===== src/rtl/cicp_pkg.sv =====
`default_nettype none

package cicp_pkg;

	// request codes
	typedef enum logic [2:0] {
		CMD_PORT_READ  = 3'd0,
		CMD_PORT_WRITE = 3'd1,
		CMD_SET_WORD   = 3'd2,
		CMD_EVALUATE   = 3'd3,
		CMD_GET_VECTOR = 3'd4,
		CMD_ACKNOWLEDGE = 3'd5
	} cmd_code_t;

	// word select codes for set word
	localparam logic [1:0] WSEL_REQUEST = 2'd0;
	localparam logic [1:0] WSEL_MASK    = 2'd1;
	localparam logic [1:0] WSEL_SERVICE = 2'd2;

	// initialisation sequence position
	typedef enum logic [1:0] {
		STEP_ICW2 = 2'd0,
		STEP_ICW3 = 2'd1,
		STEP_ICW4 = 2'd2,
		STEP_OCW1 = 2'd3
	} init_step_t;

	// ocw2 operation field, bits 7:5
	localparam logic [2:0] OCW2_NS_EOI   = 3'b001;
	localparam logic [2:0] OCW2_SPEC_EOI = 3'b011;

	// ocw3 read select, bits 1:0
	localparam logic [1:0] RSEL_IRR = 2'b10;
	localparam logic [1:0] RSEL_ISR = 2'b11;

	localparam logic [3:0] CASCADE_LINE = 4'd2;
	localparam logic [7:0] POLL_FLAG    = 8'h80;
	localparam logic [7:0] BASE_MASK    = 8'hf8;

	// reset values, index 0 master, index 1 slave
	localparam logic [7:0] RST_ICW1       = 8'h11;
	localparam logic [7:0] RST_BASE_MST   = 8'h08;
	localparam logic [7:0] RST_BASE_SLV   = 8'h70;

	// controller to datapath
	typedef struct packed {
		logic load;
		logic exec;
	} ctrl_cmd_t;

	// index of the lowest set bit, 8 when none
	function automatic logic [3:0] low_index(input logic [7:0] v);
		logic [3:0] r;
		r = 4'd8;
		for (int i = 7; i >= 0; i--) begin
			if (v[i]) begin
				r = 4'(i);
			end
		end
		return r;
	endfunction

	// clear one bit, index 8 leaves the byte alone
	function automatic logic [7:0] clear_bit(input logic [7:0] v, input logic [3:0] idx);
		logic [7:0] r;
		r = v;
		if (!idx[3]) begin
			r[idx[2:0]] = 1'b0;
		end
		return r;
	endfunction

endpackage

`default_nettype wire


===== src/rtl/cicp_ctrl.sv =====
`default_nettype none

module cicp_ctrl (
	input  wire logic              clk,
	input  wire logic              arst_n,
	input  wire logic              in_valid,
	output logic                   in_ready,
	output logic                   out_valid,
	input  wire logic              out_ready,
	output cicp_pkg::ctrl_cmd_t    ctl
);
	import cicp_pkg::*;

	typedef enum logic {
		ST_IDLE = 1'b0,
		ST_EXEC = 1'b1
	} ctrl_state_t;

	ctrl_state_t state_q, state_d;
	logic        out_valid_q, out_valid_d;

	always_ff @(posedge clk or negedge arst_n) begin
		if (!arst_n) begin
			state_q     <= ST_IDLE;
			out_valid_q <= 1'b0;
		end else begin
			state_q     <= state_d;
			out_valid_q <= out_valid_d;
		end
	end

	always_comb begin
		state_d     = state_q;
		out_valid_d = out_valid_q;
		in_ready    = 1'b0;
		ctl         = '0;
		if (out_valid_q && out_ready) begin
			out_valid_d = 1'b0;
		end
		case (state_q)
			ST_IDLE: begin
				in_ready = 1'b1;
				if (in_valid) begin
					ctl.load = 1'b1;
					state_d  = ST_EXEC;
				end
			end
			ST_EXEC: begin
				// result register free or drained at this edge
				if (!out_valid_q || out_ready) begin
					ctl.exec    = 1'b1;
					out_valid_d = 1'b1;
					state_d     = ST_IDLE;
				end
			end
			default: begin
				state_d = ST_IDLE;
			end
		endcase
	end

	assign out_valid = out_valid_q;

endmodule

`default_nettype wire


===== src/rtl/cicp_dp.sv =====
`default_nettype none

module cicp_dp (
	input  wire logic              clk,
	input  wire logic              arst_n,
	input  wire cicp_pkg::ctrl_cmd_t ctl,
	input  wire logic [2:0]        cmd,
	input  wire logic              chip_sel,
	input  wire logic              port_a0,
	input  wire logic [7:0]        bus_byte,
	input  wire logic [1:0]        word_select,
	input  wire logic [15:0]       word_value,
	output logic [7:0]             read_data,
	output logic                   intr_pending,
	output logic [7:0]             vector,
	output logic [15:0]            mask_word,
	output logic [15:0]            service_word,
	output logic [15:0]            request_word
);
	import cicp_pkg::*;

	// latched request
	logic [2:0]  cmd_q;
	logic        chip_q;
	logic        a0_q;
	logic [7:0]  bus_q;
	logic [1:0]  wsel_q;
	logic [15:0] wval_q;

	// chip state, index 0 master, index 1 slave
	logic [7:0]  icw1_q [2];
	logic [7:0]  base_q [2];
	logic [7:0]  ocw3_q [2];
	logic [7:0]  mask_q [2];
	logic [7:0]  isr_q  [2];
	logic [7:0]  irr_q  [2];
	logic        slave_q [2];
	init_step_t  step_q [2];

	logic [7:0]  icw1_d [2];
	logic [7:0]  base_d [2];
	logic [7:0]  ocw3_d [2];
	logic [7:0]  mask_d [2];
	logic [7:0]  isr_d  [2];
	logic [7:0]  irr_d  [2];
	logic        slave_d [2];
	init_step_t  step_d [2];

	logic [7:0]  rd_q, rd_d;
	logic        pend_q, pend_d;
	logic [7:0]  vec_q, vec_d;

	always_ff @(posedge clk) begin
		if (ctl.load) begin
			cmd_q  <= cmd;
			chip_q <= chip_sel;
			a0_q   <= port_a0;
			bus_q  <= bus_byte;
			wsel_q <= word_select;
			wval_q <= word_value;
		end
		if (ctl.exec) begin
			rd_q   <= rd_d;
			pend_q <= pend_d;
			vec_q  <= vec_d;
		end
	end

	always_ff @(posedge clk or negedge arst_n) begin
		if (!arst_n) begin
			icw1_q[0]  <= RST_ICW1;
			icw1_q[1]  <= RST_ICW1;
			base_q[0]  <= RST_BASE_MST;
			base_q[1]  <= RST_BASE_SLV;
			ocw3_q[0]  <= '0;
			ocw3_q[1]  <= '0;
			mask_q[0]  <= '0;
			mask_q[1]  <= '0;
			isr_q[0]   <= '0;
			isr_q[1]   <= '0;
			irr_q[0]   <= '0;
			irr_q[1]   <= '0;
			slave_q[0] <= 1'b0;
			slave_q[1] <= 1'b1;
			step_q[0]  <= STEP_OCW1;
			step_q[1]  <= STEP_OCW1;
		end else if (ctl.exec) begin
			icw1_q  <= icw1_d;
			base_q  <= base_d;
			ocw3_q  <= ocw3_d;
			mask_q  <= mask_d;
			isr_q   <= isr_d;
			irr_q   <= irr_d;
			slave_q <= slave_d;
			step_q  <= step_d;
		end
	end

	always_comb begin
		logic [3:0] i;
		logic [3:0] j;
		logic [7:0] s1;
		logic [7:0] r0;
		logic       hold;

		icw1_d  = icw1_q;
		base_d  = base_q;
		ocw3_d  = ocw3_q;
		mask_d  = mask_q;
		isr_d   = isr_q;
		irr_d   = irr_q;
		slave_d = slave_q;
		step_d  = step_q;
		rd_d    = '0;
		pend_d  = 1'b0;
		vec_d   = '0;
		i       = low_index(isr_q[0]);
		j       = low_index(isr_q[1]);
		s1      = '0;
		r0      = '0;
		hold    = 1'b0;

		case (cmd_q)
			CMD_PORT_READ: begin
				if (a0_q) begin
					rd_d = mask_q[chip_q];
				end else if (ocw3_q[chip_q][2]) begin
					// poll byte
					if (irr_q[chip_q] != '0) begin
						rd_d = POLL_FLAG | {4'd0, low_index(isr_q[chip_q])};
					end
				end else begin
					case (ocw3_q[chip_q][1:0])
						RSEL_IRR: rd_d = irr_q[chip_q];
						RSEL_ISR: rd_d = isr_q[chip_q];
						default:  rd_d = bus_q;
					endcase
				end
			end
			CMD_PORT_WRITE: begin
				if (a0_q) begin
					case (step_q[chip_q])
						STEP_ICW2: begin
							base_d[chip_q] = bus_q & BASE_MASK;
							if (!icw1_q[chip_q][1]) begin
								step_d[chip_q] = STEP_ICW3;
							end else if (icw1_q[chip_q][0]) begin
								step_d[chip_q] = STEP_ICW4;
							end else begin
								step_d[chip_q] = STEP_OCW1;
							end
						end
						STEP_ICW3: begin
							step_d[chip_q] = icw1_q[chip_q][0] ? STEP_ICW4 : STEP_OCW1;
						end
						STEP_ICW4: begin
							slave_d[chip_q] = !bus_q[2];
							step_d[chip_q]  = STEP_OCW1;
						end
						default: begin
							mask_d[chip_q] = bus_q;
						end
					endcase
				end else if (bus_q[4]) begin
					icw1_d[chip_q] = bus_q;
					step_d[chip_q] = STEP_ICW2;
				end else if (bus_q[3]) begin
					ocw3_d[chip_q] = bus_q;
				end else if (bus_q[7:5] == OCW2_NS_EOI) begin
					i    = low_index(isr_q[chip_q]);
					// master keeps line 2 while the slave still serves an unmasked line
					hold = !slave_q[chip_q] && (i == CASCADE_LINE) &&
						((isr_q[1] & ~mask_q[1]) != '0);
					if (!hold) begin
						isr_d[chip_q] = clear_bit(isr_q[chip_q], i);
					end
				end else if (bus_q[7:5] == OCW2_SPEC_EOI) begin
					isr_d[chip_q] = clear_bit(isr_q[chip_q], {1'b0, bus_q[2:0]});
				end
			end
			CMD_SET_WORD: begin
				case (wsel_q)
					WSEL_REQUEST: begin
						irr_d[0] = wval_q[7:0];
						irr_d[1] = wval_q[15:8];
					end
					WSEL_MASK: begin
						mask_d[0] = wval_q[7:0];
						mask_d[1] = wval_q[15:8];
					end
					WSEL_SERVICE: begin
						isr_d[0] = wval_q[7:0];
						isr_d[1] = wval_q[15:8];
					end
					default: begin
					end
				endcase
			end
			CMD_EVALUATE: begin
				s1       = irr_q[1] & ~mask_q[1];
				r0       = irr_q[0];
				if (s1 != '0) begin
					r0[CASCADE_LINE[2:0]] = 1'b1;
				end
				isr_d[1] = s1;
				irr_d[0] = r0;
				isr_d[0] = r0 & ~mask_q[0];
				pend_d   = ((r0 & ~mask_q[0]) != '0);
			end
			CMD_GET_VECTOR: begin
				if (i == CASCADE_LINE) begin
					vec_d = {4'd0, j} | base_q[1];
				end else begin
					vec_d = {4'd0, i} | base_q[0];
				end
			end
			CMD_ACKNOWLEDGE: begin
				if (i == CASCADE_LINE) begin
					s1       = clear_bit(isr_q[1], j);
					isr_d[1] = s1;
					irr_d[1] = clear_bit(irr_q[1], j);
					if (s1 == '0) begin
						isr_d[0] = clear_bit(isr_q[0], CASCADE_LINE);
						irr_d[0] = clear_bit(irr_q[0], CASCADE_LINE);
					end
				end else begin
					isr_d[0] = clear_bit(isr_q[0], i);
					irr_d[0] = clear_bit(irr_q[0], i);
				end
			end
			default: begin
			end
		endcase
	end

	assign read_data    = rd_q;
	assign intr_pending = pend_q;
	assign vector       = vec_q;
	assign mask_word    = {mask_q[1], mask_q[0]};
	assign service_word = {isr_q[1], isr_q[0]};
	assign request_word = {irr_q[1], irr_q[0]};

endmodule

`default_nettype wire


===== src/rtl/cascaded_interrupt_controller_pair.sv =====
`default_nettype none

// channel   direction  handshake              payload
// request   in         in_valid / in_ready    cmd chip_sel port_a0 bus_byte word_select word_value
// result    out        out_valid / out_ready  read_data intr_pending vector mask_word
//                                             service_word request_word
//
// a request is handled as a latch step, then an execute step in which the
// datapath updates both chips and loads the result register
// a new request is taken while the previous result still waits at the output
// the execute cycle holds while the result register is full and not being taken
// reset loads the built-in initialisation: master base 0x08, slave base 0x70,
// both chips past initialisation, all masks, requests and services clear
module cascaded_interrupt_controller_pair (
	input  wire logic        clk,
	input  wire logic        arst_n,
	input  wire logic        in_valid,
	output logic             in_ready,
	input  wire logic [2:0]  cmd,
	input  wire logic        chip_sel,
	input  wire logic        port_a0,
	input  wire logic [7:0]  bus_byte,
	input  wire logic [1:0]  word_select,
	input  wire logic [15:0] word_value,
	output logic             out_valid,
	input  wire logic        out_ready,
	output logic [7:0]       read_data,
	output logic             intr_pending,
	output logic [7:0]       vector,
	output logic [15:0]      mask_word,
	output logic [15:0]      service_word,
	output logic [15:0]      request_word
);
	import cicp_pkg::*;

	// command strobes from the sequencer into the datapath
	ctrl_cmd_t ctl;

	// sequencer: idle / execute, owns the result valid flag
	cicp_ctrl u_ctrl (
		.clk       (clk),
		.arst_n    (arst_n),
		.in_valid  (in_valid),
		.in_ready  (in_ready),
		.out_valid (out_valid),
		.out_ready (out_ready),
		.ctl       (ctl)
	);

	// datapath: request latch, both chips' registers, priority logic, result register
	cicp_dp u_dp (
		.clk          (clk),
		.arst_n       (arst_n),
		.ctl          (ctl),
		.cmd          (cmd),
		.chip_sel     (chip_sel),
		.port_a0      (port_a0),
		.bus_byte     (bus_byte),
		.word_select  (word_select),
		.word_value   (word_value),
		.read_data    (read_data),
		.intr_pending (intr_pending),
		.vector       (vector),
		.mask_word    (mask_word),
		.service_word (service_word),
		.request_word (request_word)
	);

	// only one request in flight
	a_one_in_flight: assert property (@(posedge clk) disable iff (!arst_n)
		(in_valid && in_ready) |=> !in_ready)
		else $error("request accepted while another is in flight");

	// an execute step always presents a result
	a_exec_gives_result: assert property (@(posedge clk) disable iff (!arst_n)
		ctl.exec |=> out_valid)
		else $error("execute step without result");

	// a pending interrupt means the master has a line in service
	a_pending_service: assert property (@(posedge clk) disable iff (!arst_n)
		(out_valid && intr_pending) |-> (service_word[7:0] != 8'h00))
		else $error("pending reported with empty master service register");

	// the sequencer never loads and executes together
	a_load_exec_excl: assert property (@(posedge clk) disable iff (!arst_n)
		!(ctl.load && ctl.exec))
		else $error("load and execute in the same cycle");

endmodule

`default_nettype wire


===== config.mk =====
export PLATFORM = sky130hd
export DESIGN_NAME = cascaded_interrupt_controller_pair
export DESIGN_NICKNAME = d
export VERILOG_FILES = /design/src/rtl/cicp_pkg.sv /design/src/rtl/cicp_ctrl.sv /design/src/rtl/cicp_dp.sv /design/src/rtl/cascaded_interrupt_controller_pair.sv
export SDC_FILE = /design/constraint.sdc
export NUM_CORES = 1
export LEC_CHECK = 0
export CAP_MARGIN = 20
export CELL_PAD_IN_SITES_DETAIL_PLACEMENT = 1
export CELL_PAD_IN_SITES_GLOBAL_PLACEMENT = 1
export CORE_MARGIN = 5
export CORE_UTILIZATION = 30
export CTS_BUF_LIST = sky130_fd_sc_hd__clkbuf_16
export CTS_CLUSTER_DIAMETER = 120
export DETAILED_ROUTE_END_ITERATION = 10
export DONT_BUFFER_PORTS = 1
export PLACE_DENSITY_LB_ADDON = 0.2
export SYNTH_ARGS = -nofsm -noshare
export SYNTH_HDL_FRONTEND = slang
export SYNTH_HIERARCHICAL = 1
export SYNTH_SLANG_ARGS = --single-unit

===== constraint.sdc =====
create_clock -name clk -period 3 [get_ports clk]
set_input_delay 0.45 -clock clk [delete_from_list [all_inputs] [get_ports clk]]
set_output_delay 0.45 -clock clk [all_outputs]
set_load 0.05 [all_outputs]

# Yosys cells after proc, flatten, opt, wreduce, memory -nomap -nowiden
# Cells that the tools add are included.
# word_totals
regBits	152
input_bits	35
out_inout_bits	67
wordCells	274
# classes
n_lt_le_gt_ge	10
n_eq_ne	32
n_mux	134
bitwise_logic	31
reduce_logical	38
# op_table
cell	n
$mux 8	37
$mux 16	11
$mux 4	33
$bwmux 16	6
$and 8x8->8	9
$pmux 16 s4	1
$not 8->8	6
$pmux 16 s2	1
$pmux 8 s2	2
$reduce_bool 8->1	4
$pmux 8 s3	1
$mux 1	20
$ne 2x2->1 const B	10
$reduce_and 10->1	2
$reduce_and 5->1	4
$lt 3x4->1 const B	4
$or 4x8->8	2
$reduce_and 4->1	4
$mux 2	7
$demux 1 s3	4
$ge 3x1->1 const B	4
$mux 3	4
$pmux 4 s3	1
$eq 3x2->1 const B	3
other kinds (37)	65

# Logic depth before layout (Yosys ltp)
# Gate-level depths: netlist of run 1.
# depth
word_depth	37
depth_mapped	17
mapped_depth_nobuf	10

# By module
# Netlist of run 1, hierarchy kept.
# modules_own_cells
mod	instances	cells_per_inst	area_each_um2	seq_area_each_um2
cicp_dp	1	715	7141.8	3306.9
cicp_ctrl	1	8	93.8	50.0

# Worst setup path before layout of run 1
# No wires, ideal clock.
# synth_path
kind	reg-to-reg
startpoint	reg u_dp.chip_q
endpoint	reg u_dp.mask_q, in the netlist u_dp/mask_word[2]
setup_ps	78
t_arrival_ps	2675
required_time_ps	2922
setup_slack_ps	247
stages_incl_launch_ff	17
path_buffers	7
synth_period_minus_slack_ps	2753
path_cell_list	edfxtp_1 -> buf_6 -> buf_12 -> buf_12 -> buf_6 -> buf_4 -> buf_2 -> o21a_1 -> inv_1 -> ha_1 -> and4b_1 -> a31oi_1 -> nor3b_2 -> and2_1 -> buf_2 -> nor2_1 -> a21oi_1
# synth_between
elab_chain_len	9
# synth_rtl
item	line_no	source
start, declared	cicp_dp.sv:24	logic chip_q;
start signal, assigned	cicp_dp.sv:56	chip_q <= chip_sel;
$not 1->2 (implied by the code) *	cicp_dp.sv:142, cicp_dp.sv:161	
$ge 2x2->1 (implied by the code) or $lt 2x1->1 (tied branches)	cicp_dp.sv:161	mask_d[chip_q] = bus_q;
$logic_and 1x1->1 (implied by the code)	cicp_dp.sv:161	
$mux 8 (implied by the code)	cicp_dp.sv:161	
$demux 8 s1	cicp_dp.sv:161	
$bwmux 16	cicp_dp.sv:161	
$mux 16	cicp_dp.sv:142	case (step_q[chip_q])
$mux 16	cicp_dp.sv:141	if (a0_q) begin
$pmux 16 s2	cicp_dp.sv:123	case (cmd_q)
end signal, assigned	cicp_dp.sv:91	mask_q <= mask_d;
end, declared	cicp_dp.sv:34	logic [7:0] mask_q [2];
# Mark *: on every way between the ends. The rest lies on a longest branch, timed or not. The select of a mux whose other input is x is not followed.
# A chain may end at the register's enable or synchronous reset.

# Worst setup path after layout of run 1
# layout_path
startpoint	reg u_dp.chip_q
endpoint	reg u_dp.isr_q, in the netlist u_dp/service_word[7]
# layout_between
elab_chain_len	37
# layout_rtl
item	line_no	source
$not 1->2 (implied by the code) *	-	
$mux 8 (implied by the code) (3 in a row)	cicp_dp.sv:170, cicp_dp.sv:175, cicp_dp.sv:178	
$mux 4 (2 in a row)	cicp_pkg.sv:56	if (v[i]) begin
$mux 4 (6 in a row)	-	
$mux 4	cicp_dp.sv:169	end else if (bus_q[7:5] == OCW2_NS_EOI) begin
$mux 4	cicp_dp.sv:167	end else if (bus_q[3]) begin
$mux 4	cicp_dp.sv:164	end else if (bus_q[4]) begin
$mux 4	cicp_dp.sv:141	
(+13 left out)	-	
$mux 8	cicp_dp.sv:123	
$bwmux 16	cicp_dp.sv:175	isr_d[chip_q] = clear_bit(isr_q[chip_q], i);
$mux 16	cicp_dp.sv:174	if (!hold) begin
$mux 16	cicp_dp.sv:169	
$mux 16	cicp_dp.sv:167	
$mux 16	cicp_dp.sv:164	
$mux 16	cicp_dp.sv:141	
$pmux 16 s4	cicp_dp.sv:123	
end signal, assigned	cicp_dp.sv:92	isr_q <= isr_d;
end, declared	cicp_dp.sv:35	logic [7:0] isr_q [2];
# Marks and branches as above.

==> results of run 1 <==
through the flow:
stage          cells  hold slack (ps)  total power, uW
6_report        1086              118             8240
5_1_grt         1086             93.9             8620
4_1_cts         1085              105             8260
3_5_place_dp    1051              158             6070
3_3_place_gp    1051              158             6010
2_1_floorplan    723              154             4870
layout make-up:
type | instances | area share (%)
clock buffer | 17 | 5.08
sequential | 124 | 40.1
clock inverter | 15 | 2.11
inverter | 13 | 0.582
timing repair buffer | 57 | 5.42
multi-input combinational | 541 | 42.0
tap | 319 | 4.76
worst max-delay path, cell delays in order (launching register included):
cell and delay (ps):
sky130_fd_sc_hd__edfxtp_1 440, sky130_fd_sc_hd__buf_4 620, sky130_fd_sc_hd__nor3b_2 370, sky130_fd_sc_hd__o21ai_2 150, sky130_fd_sc_hd__or2_4 290, sky130_fd_sc_hd__or3b_1 420
sky130_fd_sc_hd__a2bb2oi_1 240, sky130_fd_sc_hd__o21ai_1 90
flip-flops by register name, indices dropped and copies added (netlist names), 2 cells and up, named ones only:
name,flops
u_dp/wsel_q,2
u_dp/mask_word,16
u_dp/cmd_q,3
u_dp/base_q,10
u_dp/service_word,16
u_dp/vector,8
u_dp/read_data,8
u_dp/icw1_q,4
u_dp/ocw3_q,6
u_dp/request_word,16
u_dp/step_q,2
u_dp/bus_q,8
u_dp/wval_q,16
u_dp/slave_q,2
metal layers:
| metal | GRT usage (%) | routed length, um |
|---|---|---|
| met5 | 0 | 0 |
| met4 | 6.82 | 726 |
| met3 | 5.06 | 1550 |
| met2 | 34.5 | 13600 |
| met1 | 30.0 | 13800 |
worst max path at each step:
stage / start / end / cells past startpoint
after detailed placement: flip-flop / u_dp/mask_word[5] / 10
after global placement: flip-flop / u_dp/mask_word[2] / 10
after floorplan: u_dp/chip_q / u_dp/mask_word[2] / 16
after CTS: flip-flop / u_dp/mask_word[5] / 10
final: u_dp/chip_q / u_dp/service_word[7] / 7
after global routing: u_dp/chip_q / u_dp/service_word[13] / 7
synth_stat cells, types with 3 or more instances:
cell	instances	area [um2]
sky130_fd_sc_hd__and2_1	7	43.8
sky130_fd_sc_hd__dfstp_2	11	289
sky130_fd_sc_hd__o31ai_1	7	52.6
sky130_fd_sc_hd__nor4_1	7	43.8
sky130_fd_sc_hd__or2_2	3	18.8
sky130_fd_sc_hd__inv_1	12	45.0
sky130_fd_sc_hd__nand2b_1	23	144
sky130_fd_sc_hd__o211ai_1	4	30.0
sky130_fd_sc_hd__nor2b_1	15	93.8
sky130_fd_sc_hd__o22ai_1	24	150
sky130_fd_sc_hd__a21o_1	3	22.5
sky130_fd_sc_hd__clkbuf_1	12	45.0
sky130_fd_sc_hd__dfrtp_1	65	1630
sky130_fd_sc_hd__a2bb2oi_1	4	35.0
sky130_fd_sc_hd__or3b_1	3	26.3
sky130_fd_sc_hd__or3_1	7	43.8
sky130_fd_sc_hd__nor2_1	67	251
sky130_fd_sc_hd__edfxtp_1	48	1440
sky130_fd_sc_hd__a31oi_1	7	43.8
sky130_fd_sc_hd__mux2_2	24	270
sky130_fd_sc_hd__nand3_1	11	55.1
sky130_fd_sc_hd__o21ai_0	43	215
sky130_fd_sc_hd__o21ai_1	11	55.1
sky130_fd_sc_hd__ha_1	4	50.1
sky130_fd_sc_hd__mux2i_1	38	380
sky130_fd_sc_hd__a21oi_1	49	245
sky130_fd_sc_hd__nand2_1	72	270
sky130_fd_sc_hd__a211oi_1	10	75.1
sky130_fd_sc_hd__buf_4	4	30.0
sky130_fd_sc_hd__nor3b_2	3	37.5
sky130_fd_sc_hd__and3_1	7	43.8
sky130_fd_sc_hd__o22a_1	8	70.1
sky130_fd_sc_hd__o21a_1	5	37.5
sky130_fd_sc_hd__nor3b_1	3	22.5
sky130_fd_sc_hd__buf_2	18	90.1
sky130_fd_sc_hd__buf_6	6	67.6
sky130_fd_sc_hd__nor3_1	13	65.1
cells by family after synthesis:
| logic type | after synthesis |
|---|---|
| compound gates | 204 |
| fa+ha+maj | 5 |
| buf+inv | 58 |
| flops | 124 |
| mux | 64 |
| simple gates | 268 |
power by group through the flow:
stage                     registers, uW  logic [uW]  clock network, uW
final                              3070        3020               2150
after global routing               3130        3210               2280
after CTS                          3070        3010               2180
after detailed placement           3110        2960                  0
after global placement             3080        2930                  0
after floorplan                    3270        1600                  0
==> flow_metrics.py, run 1 <==
metrics = {
    "cells_and_area": {
        "seqCellArea_mm2": 0.00336,
        "antenna_cells": 0,
        "n_fill_cell": 2687,
        "final_common_cell": "sky130_fd_sc_hd__nand2_1",
        "most_frequent_cells_in_the_layout": "72 x sky130_fd_sc_hd__nand2_1, 67 x sky130_fd_sc_hd__nor2_1, 65 x sky130_fd_sc_hd__dfrtp_1",
        "multi_input_area_mm2": 0.00352,
        "area_growth_synth_to_finish_pct": 15.8,
        "final_nets": 793,
        "postLayoutCoreUtil_pct": 35.5,
        "share_of_cells_above_drive_strength_1_pct": 20.6,
        "design_area_mm2": 0.00838,
    },
    "clock_network": {
        "post_cts_resize_count": 0,
        "cts_tree": "built",
        "cts.htree.levels": 4,
        "cts_buffer_depth": 2,
        "post-cts-setup-buffer-count": 0,
        "clock_insertion_delay_worst_skew_ps": 420,
        "numCtsBuffers": 17,
        "clock-sinks": 124,
        "ctsHoldBuffers": 2,
        "cts_root_buffer": "sky130_fd_sc_hd__clkbuf_16",
        "clkTransAtPathRegs_ps": 70,
    },
    "die": {
        "fp.dieH_um": 165,
        "initial_cell_density_of_the_core_pct": 30.6,
        "fp.dieW_um": 165,
        "pin_count": 102,
        "die-area_mm2": 0.0273,
        "core_mm2": 0.0236,
        "placementRows": 56,
    },
    "min_path": {
        "min-delay-start": "word_value[9]",
        "worst_hold_path.num_cells": 0,
        "worst_hold_path.endpoint": "u_dp/wval_q[9]",
        "tightest_hold_check_type": "in -> reg",
    },
    "detailed_routing": {
        "drt-pass1-iter-count": 4,
        "post_drt_wl_per_cell_um": 27.3,
        "ant_nets": 0,
        "route.vias.total": 6062,
        "dr.first_iter.drc_count": 409,
        "sum_of_routed_wire_length_over_all_layers_mm": 29.6,
        "drcViolationCount": 0,
        "route.detailed.vias_per_inst": 5.58,
    },
    "placed_design": {
        "dp_slack_ps": 83.9,
        "gp_weighted_congestion": 0.889,
        "buffer_ports.inserted": 0,
        "place_hpwl_mm": 22.5,
        "placed_cell_area_mm2": 0.00773,
    },
    "yosys": {
        "synth_fa_ha_area_share_pct": 0.830,
        "ys_seq_elements": 124,
        "synth_top_family_by_area": "simple AND/OR/NAND/NOR gates",
        "post_synth_num_cell_types": 86,
        "post_synth.cell_area_avg_um2": 10.0,
        "synthesized_instance_count": 723,
        "yosysSeqAreaShare_pct": 46.4,
        "synth.cell_area_mm2": 0.00724,
        "synth_compound_gate_area_share_pct": 18.1,
        "synth_fp_nets": 762,
        "post_synthesis_mux_area_share_pct": 9.61,
        "async_reset_ff_share_pct": 61.3,
        "synthesis.yosys.warnings": 6,
        "edff_count_synth": 48,
        "synth-xor-area-share_pct": 0,
        "synthSimpleGateAreaFrac_pct": 20.0,
        "synth_top_flop_cell": "sky130_fd_sc_hd__dfrtp_1",
    },
    "sta": {
        "report.final.hold_viol_count": 0,
        "final_max_slew_viol_count": 0,
        "fmax_ghz": 0.360,
        "worst_slew_margin_rel_pct": 39.3,
        "setup-violations-final": 0,
        "final.setup_skew_ps": 9.11,
        "final.setup.tns_ps": 0,
        "ratio_of_final_minimum_period_to_clock_period_pct": 92.6,
        "worst_setup_margin_ps": 221,
        "tightestPinTransition_ps": 902,
        "period_minus_slack_ps": 2780,
        "grt_setup_unrepaired": "false",
    },
    "setup_path": {
        "worstSetupEndpointType": "flip-flop",
        "rr_worst_depth": 7,
        "cp_data_arrival_time_ps": 3080,
        "kind_of_launch_point_of_the_worst_setup_path": "flip-flop",
        "critical_path.max_fanout": 53,
        "reg2reg_to": "u_dp/service_word[7]",
        "setup.worst_path.class": "reg -> reg",
        "regToRegStartpoint": "u_dp/chip_q",
        "setup.reg_to_reg.worst_slack_ps": 220,
        "worst-endpoint-required_ps": 3300,
    },
    "global_route": {
        "grt_max_degree": 77,
        "gr-usage-all-layers_pct": 21.9,
        "grt-ovfl-total": 0,
        "grt_antenna_before_repair": 1,
        "vias_in_the_first_global_route": 6444,
        "wire_length_of_the_first_global_routing_pass_mm": 43.8,
    },
    "power": {
        "power_frac_seq_pct": 37.3,
        "power_per_cell_area_mw_per_mm2": 983,
        "power.net_switching_uw": 3840,
        "power.internal_uw": 4400,
        "power_leakage_uw": 0.00338,
        "power_frac_clock_pct": 26.1,
        "vdd.ir_drop.worst_mv": 0.436,
        "p_sw_share_pct": 46.6,
        "share_comb_of_total_power_pct": 36.7,
    },
    "flow_run": {
        "maxCapViolations": 0,
    },
    "run_status": {
        "status": "finished clean",
    },
}
Power figures use the tool's default switching activity.
==> run 2, diff against run 1 <==
--- a/config.mk
+++ b/config.mk
@@ -9,11 +9,12 @@
 export CELL_PAD_IN_SITES_DETAIL_PLACEMENT = 1
 export CELL_PAD_IN_SITES_GLOBAL_PLACEMENT = 1
 export CORE_MARGIN = 5
-export CORE_UTILIZATION = 30
+export CORE_UTILIZATION = 50
 export CTS_BUF_LIST = sky130_fd_sc_hd__clkbuf_16
 export CTS_CLUSTER_DIAMETER = 120
 export DETAILED_ROUTE_END_ITERATION = 10
 export DONT_BUFFER_PORTS = 1
+export HOLD_SLACK_MARGIN = 0.08
 export PLACE_DENSITY_LB_ADDON = 0.2
 export SYNTH_ARGS = -nofsm -noshare
 export SYNTH_HDL_FRONTEND = slang
==> flow_metrics.py, run 2 (synthesis results as in run 1) <==
metrics = {
    "setup_path": {
        "setup.reg_to_reg.worst_slack_ps": 280,
        "critical_path.max_fanout": 24,
        "setup.worst_path.class": "reg -> reg",
        "critical_path.cell_chain": "buf_4 -> mux2i_1 -> nand3b_1 -> a211o_1 -> nand3_2 -> o21ai_0 -> o21ai_1",
        "reg2reg_to": "u_dp/service_word[5]",
        "regToRegStartpoint": "u_dp/chip_q",
        "timing.critical_path.depth": 7,
        "worst-endpoint-required_ps": 3300,
        "kind_of_launch_point_of_the_worst_setup_path": "flip-flop",
        "cp_data_arrival_time_ps": 3010,
        "critPathBufInv": 1,
        "rr_worst_depth": 7,
        "critPathTopFamily": "compound AO/OA/AOI/OAI gates",
        "worstSetupEndpointType": "flip-flop",
        "critPathSlowestCell": "sky130_fd_sc_hd__edfxtp_1",
        "slowest_stage_delay_cp_ps": 540,
    },
    "detailed_routing": {
        "routed-wl-met3_mm": 2.72,
        "route.detailed.vias_per_inst": 6.67,
        "route.top_layer_used": "met4",
        "dr.first_iter.drc_count": 592,
        "drt-pass1-iter-count": 5,
        "drcViolationCount": 0,
        "sum_of_routed_wire_length_over_all_layers_mm": 28.1,
        "wirelength_met1_mm": 11.5,
        "ant_nets": 0,
        "route.vias.total": 6347,
        "post_drt_wl_per_cell_um": 29.5,
        "met2_length_mm": 12.9,
    },
    "sta": {
        "final_max_slew_viol_count": 0,
        "tightestPinTransition_ps": 958,
        "worst_slew_margin_rel_pct": 36.0,
        "fmax_ghz": 0.368,
        "final.setup.tns_ps": 0,
        "period_minus_slack_ps": 2720,
        "setup-violations-final": 0,
        "final.setup_skew_ps": 13.8,
        "ratio_of_final_minimum_period_to_clock_period_pct": 90.5,
        "report.final.hold_viol_count": 0,
        "grt_setup_unrepaired": "false",
    },
    "power": {
        "p_sw_share_pct": 45.9,
        "fin_total_pwr_uw": 8240,
        "share_comb_of_total_power_pct": 37.2,
        "power_frac_clock_pct": 25.7,
        "vdd.ir_drop.worst_mv": 0.629,
        "power.net_switching_uw": 3780,
        "power_frac_seq_pct": 37.1,
        "power_per_cell_area_mw_per_mm2": 1010,
        "power.internal_uw": 4460,
        "power_leakage_uw": 0.00338,
    },
    "clock_network": {
        "post_cts_resize_count": 0,
        "cts_tree": "built",
        "ctsHoldBuffers": 2,
        "cts_root_buffer": "sky130_fd_sc_hd__clkbuf_16",
        "cts.htree.levels": 4,
        "post-cts-setup-buffer-count": 0,
        "clock_insertion_delay_worst_skew_ps": 430,
        "clock-sinks": 124,
        "clkTransAtPathRegs_ps": 60,
        "cts_buffer_depth": 2,
        "numCtsBuffers": 17,
    },
    "cells_and_area": {
        "share_of_cells_above_drive_strength_1_pct": 20.0,
        "multi_input_area_mm2": 0.00352,
        "non_filler_instances": 951,
        "area_growth_synth_to_finish_pct": 13.2,
        "final_nets": 791,
        "final_common_cell": "sky130_fd_sc_hd__nand2_1",
        "n_fill_cell": 1586,
        "most_frequent_cells_in_the_layout": "72 x sky130_fd_sc_hd__nand2_1, 67 x sky130_fd_sc_hd__nor2_1, 65 x sky130_fd_sc_hd__dfrtp_1",
        "seqCellArea_mm2": 0.00336,
    },
    "die": {
        "initial_cell_density_of_the_core_pct": 50.4,
        "fp.dieH_um": 130,
        "core_mm2": 0.0144,
        "fp.dieW_um": 130,
        "pin_count": 102,
        "placementRows": 44,
        "die-area_mm2": 0.0170,
    },
    "global_route": {
        "grt_max_degree": 77,
        "grt_antenna_before_repair": 1,
        "gr-usage-all-layers_pct": 34.2,
        "wire_length_of_the_first_global_routing_pass_mm": 42.2,
        "vias_in_the_first_global_route": 6701,
        "grt-ovfl-total": 0,
    },
    "min_path": {
        "min-delay-start": "cmd[0]",
        "worst_hold_path.num_cells": 0,
        "tightest_hold_check_type": "in -> reg",
        "worst_hold_path.endpoint": "u_dp/cmd_q[0]",
    },
    "flow_run": {
        "maxCapViolations": 0,
    },
    "placed_design": {
        "numPlacedInstances": 915,
        "gp_weighted_congestion": 1.00,
        "buffer_ports.inserted": 0,
        "place_hpwl_mm": 20.6,
    },
    "run_status": {
        "status": "finished clean",
    },
}
==> run 2: how the worst max path moves through the flow <==
stage                           start                     to  slack, ps
after floorplan           u_dp/chip_q      u_dp/mask_word[2]        250
after global placement    u_dp/chip_q  u_dp/service_word[14]        440
after detailed placement  u_dp/chip_q   u_dp/service_word[5]        390
after CTS                 u_dp/chip_q   u_dp/service_word[5]        390
after global routing      u_dp/chip_q   u_dp/service_word[5]        220
final                     u_dp/chip_q   u_dp/service_word[5]        280
==> run 2: layout make-up <==
class,instances,share of cell area (%)
antenna,2,0.0611
timing repair buffer,55,5.31
inverter,13,0.596
multi-input combinational,541,43.0
tap,184,2.81
sequential,124,41.0
clock inverter,15,2.09
clock buffer,17,5.19
==> run 2: power by group through the flow <==
stage               Clock (uW)  Sequential (uW)  Combinational [uW]
global placement             0             3030                2870
CTS                       2130             3040                3010
global route              2230             3100                3230
detailed placement           0             3070                2940
floorplan                    0             3270                1600
finish                    2120             3060                3070
==> run 2: routing by layer <==
layer / GRT usage [%] / vias up
li1: - / 2723
met1: 44.5 / 3211
met2: 53.4 / 353
met3: 10.2 / 60
met4: 14.3 / 0
met5: 0 / -
==> run 2: stage by stage <==
step	worst slack, ps	util (%)	hold slack, ps	instance area (um2)
2_1_floorplan	247	-	154	7240
3_3_place_gp	441	52.6	158	7550
3_5_place_dp	387	52.6	158	7550
5_1_grt	219	57.0	92.4	8190
6_report	285	57.0	110	8190
4_1_cts	385	57.0	104	8190
==> run 3, diff against run 2 <==
--- a/config.mk
+++ b/config.mk
@@ -16,6 +16,7 @@
 export DONT_BUFFER_PORTS = 1
 export HOLD_SLACK_MARGIN = 0.08
 export PLACE_DENSITY_LB_ADDON = 0.2
+export RECOVER_POWER = 100
 export SYNTH_ARGS = -nofsm -noshare
 export SYNTH_HDL_FRONTEND = slang
 export SYNTH_HIERARCHICAL = 1
==> flow_metrics.py, run 3 (synthesis results as in run 1) <==
metrics = {
    "run_status": {
        "status": "finished with violations",
        "violations_in_the_final_reports": "capacitance limit, slew limit",
    },
    "global_route": {
        "wire_length_of_the_first_global_routing_pass_mm": 42.2,
        "gr-usage-all-layers_pct": 34.2,
        "grt_max_degree": 77,
        "vias_in_the_first_global_route": 6701,
        "grt_antenna_before_repair": 1,
        "grt-ovfl-total": 0,
    },
    "cells_and_area": {
        "most_frequent_cells_in_the_layout": "72 x sky130_fd_sc_hd__nand2_1, 67 x sky130_fd_sc_hd__nor2_1, 65 x sky130_fd_sc_hd__dfrtp_1",
        "share_of_cells_above_drive_strength_1_pct": 15.3,
        "final_nets": 791,
        "area_growth_synth_to_finish_pct": 10.8,
        "non_filler_instances": 950,
        "final_common_cell": "sky130_fd_sc_hd__nand2_1",
    },
    "setup_path": {
        "critical_path.cell_chain": "buf_4 -> mux2_2 -> a211oi_1 -> o21ai_0 -> o22a_1 -> o21ai_0",
        "cp_data_arrival_time_ps": 3110,
        "critical_path.most_common_cell": "sky130_fd_sc_hd__o21ai_0",
        "worstSetupEndpointType": "flip-flop",
        "setup.worst_path.class": "reg -> reg",
        "slowest_stage_delay_cp_ps": 540,
        "reg2reg_to": "u_dp/service_word[5]",
        "critPathTopFamily": "compound AO/OA/AOI/OAI gates",
        "kind_of_launch_point_of_the_worst_setup_path": "flip-flop",
        "critical_path.max_fanout": 24,
        "critPathSlowestCell": "sky130_fd_sc_hd__edfxtp_1",
        "critPathBufInv": 1,
        "regToRegStartpoint": "u_dp/chip_q",
        "setup.reg_to_reg.worst_slack_ps": 220,
        "worst-endpoint-required_ps": 3330,
        "rr_worst_depth": 6,
    },
    "sta": {
        "final.setup.tns_ps": 0,
        "final_max_slew_viol_count": 110,
        "tightestPinTransition_ps": 2060,
        "grt_setup_unrepaired": "false",
        "final.setup_skew_ps": 15.0,
        "ratio_of_final_minimum_period_to_clock_period_pct": 92.6,
        "setup-violations-final": 0,
        "period_minus_slack_ps": 2780,
        "fmax_ghz": 0.360,
        "worst_slew_margin_rel_pct": -37.5,
        "report.final.hold_viol_count": 0,
    },
    "detailed_routing": {
        "route.vias.total": 6413,
        "ant_nets": 0,
        "route.detailed.vias_per_inst": 6.75,
        "drcViolationCount": 0,
        "sum_of_routed_wire_length_over_all_layers_mm": 28.2,
        "post_drt_wl_per_cell_um": 29.7,
        "dr.first_iter.drc_count": 605,
        "drt-pass1-iter-count": 7,
    },
    "min_path": {
        "worst_hold_path.num_cells": 0,
        "worst_hold_path.endpoint": "u_dp/cmd_q[0]",
        "min-delay-start": "cmd[0]",
        "tightest_hold_check_type": "in -> reg",
    },
    "power": {
        "vdd.ir_drop.worst_mv": 0.626,
        "power_per_cell_area_mw_per_mm2": 1010,
        "power_leakage_uw": 0.00322,
    },
    "flow_run": {
        "maxCapViolations": 2,
    },
    "clock_network": {
        "numCtsBuffers": 17,
        "cts.htree.levels": 4,
        "clock-sinks": 124,
        "cts_tree": "built",
        "cts_buffer_depth": 2,
        "cts_root_buffer": "sky130_fd_sc_hd__clkbuf_16",
        "clkTransAtPathRegs_ps": 60,
        "clock_insertion_delay_worst_skew_ps": 430,
    },
    "die": {
        "die-area_mm2": 0.0170,
        "core_mm2": 0.0144,
        "fp.dieH_um": 130,
        "initial_cell_density_of_the_core_pct": 50.4,
        "placementRows": 44,
        "fp.dieW_um": 130,
        "pin_count": 102,
    },
    "placed_design": {
        "buffer_ports.inserted": 0,
        "place_hpwl_mm": 20.6,
        "numPlacedInstances": 915,
        "gp_weighted_congestion": 1.00,
    },
}
[run 3: worst max-delay path by stage]
stage,start,to,slack (ps),depth (start not counted)
2_1_floorplan,u_dp/chip_q,u_dp/mask_word[2],250,16
3_3_place_gp,u_dp/chip_q,u_dp/service_word[14],440,7
3_5_place_dp,u_dp/chip_q,u_dp/service_word[5],390,7
4_1_cts,u_dp/chip_q,u_dp/service_word[5],390,7
5_1_grt,u_dp/chip_q,u_dp/mask_word[8],190,10
6_report,u_dp/chip_q,u_dp/service_word[5],220,6
[run 3: worst reg2reg max path: cells and delay by family, from the launching register on]
family | cells | cell delay (ps)
AOI/OAI and AO/OA | 4 | 1310
DFF | 1 | 540
muxes | 1 | 450
buffers and inverters | 1 | 380
[run 3: timing repair]
item	4_1_cts	5_1_grt
gates resized for setup	0	0
hold endpoints to repair	76	0
setup buffers	0	0
hold buffers	2	0
[run 3: stage by stage]
step | hold WS (ps) | setup WS, ps | power (uW) | area, um2 | utilization (%)
after floorplan | 154 | 247 | 4870 | 7240 | -
after CTS | 104 | 385 | 8180 | 8190 | 57.0
after global placement | 158 | 441 | 5900 | 7550 | 52.6
after global routing | 92.4 | 185 | 8400 | 8020 | 55.8
after detailed placement | 158 | 387 | 6010 | 7550 | 52.6
final | 113 | 223 | 8090 | 8020 | 55.8
[run 3: per-layer routing]
metal	global-route usage, %	part of all wire (%)	vias up	wire, um
li1	-	-	2722	-
met1	44.5	40	3245	11400
met2	53.4	46	381	13000
met3	10.2	10	65	2870
met4	14.3	3.3	0	930
met5	0	0	-	0
[run 3: report_power, final]
part / total (uW) / internal (uW) / switching [uW] / leakage (uW)
Clock: 2110 / 1300 / 810 / 0.000298
Sequential: 3060 / 2150 / 909 / 0.00144
Combinational: 2920 / 862 / 2050 / 0.00148
[run 3: final cells by class]
cell class | count | area [um2]
Sequential cell | 124 | 3360
Timing Repair Buffer | 55 | 285
Clock inverter | 15 | 171
Clock buffer | 17 | 425
Inverter | 13 | 48.8
Multi-Input combinational cell | 541 | 3500
Antenna cell | 1 | 2.50
Tap cell | 184 | 230
Fill cell | 1611 | 6350
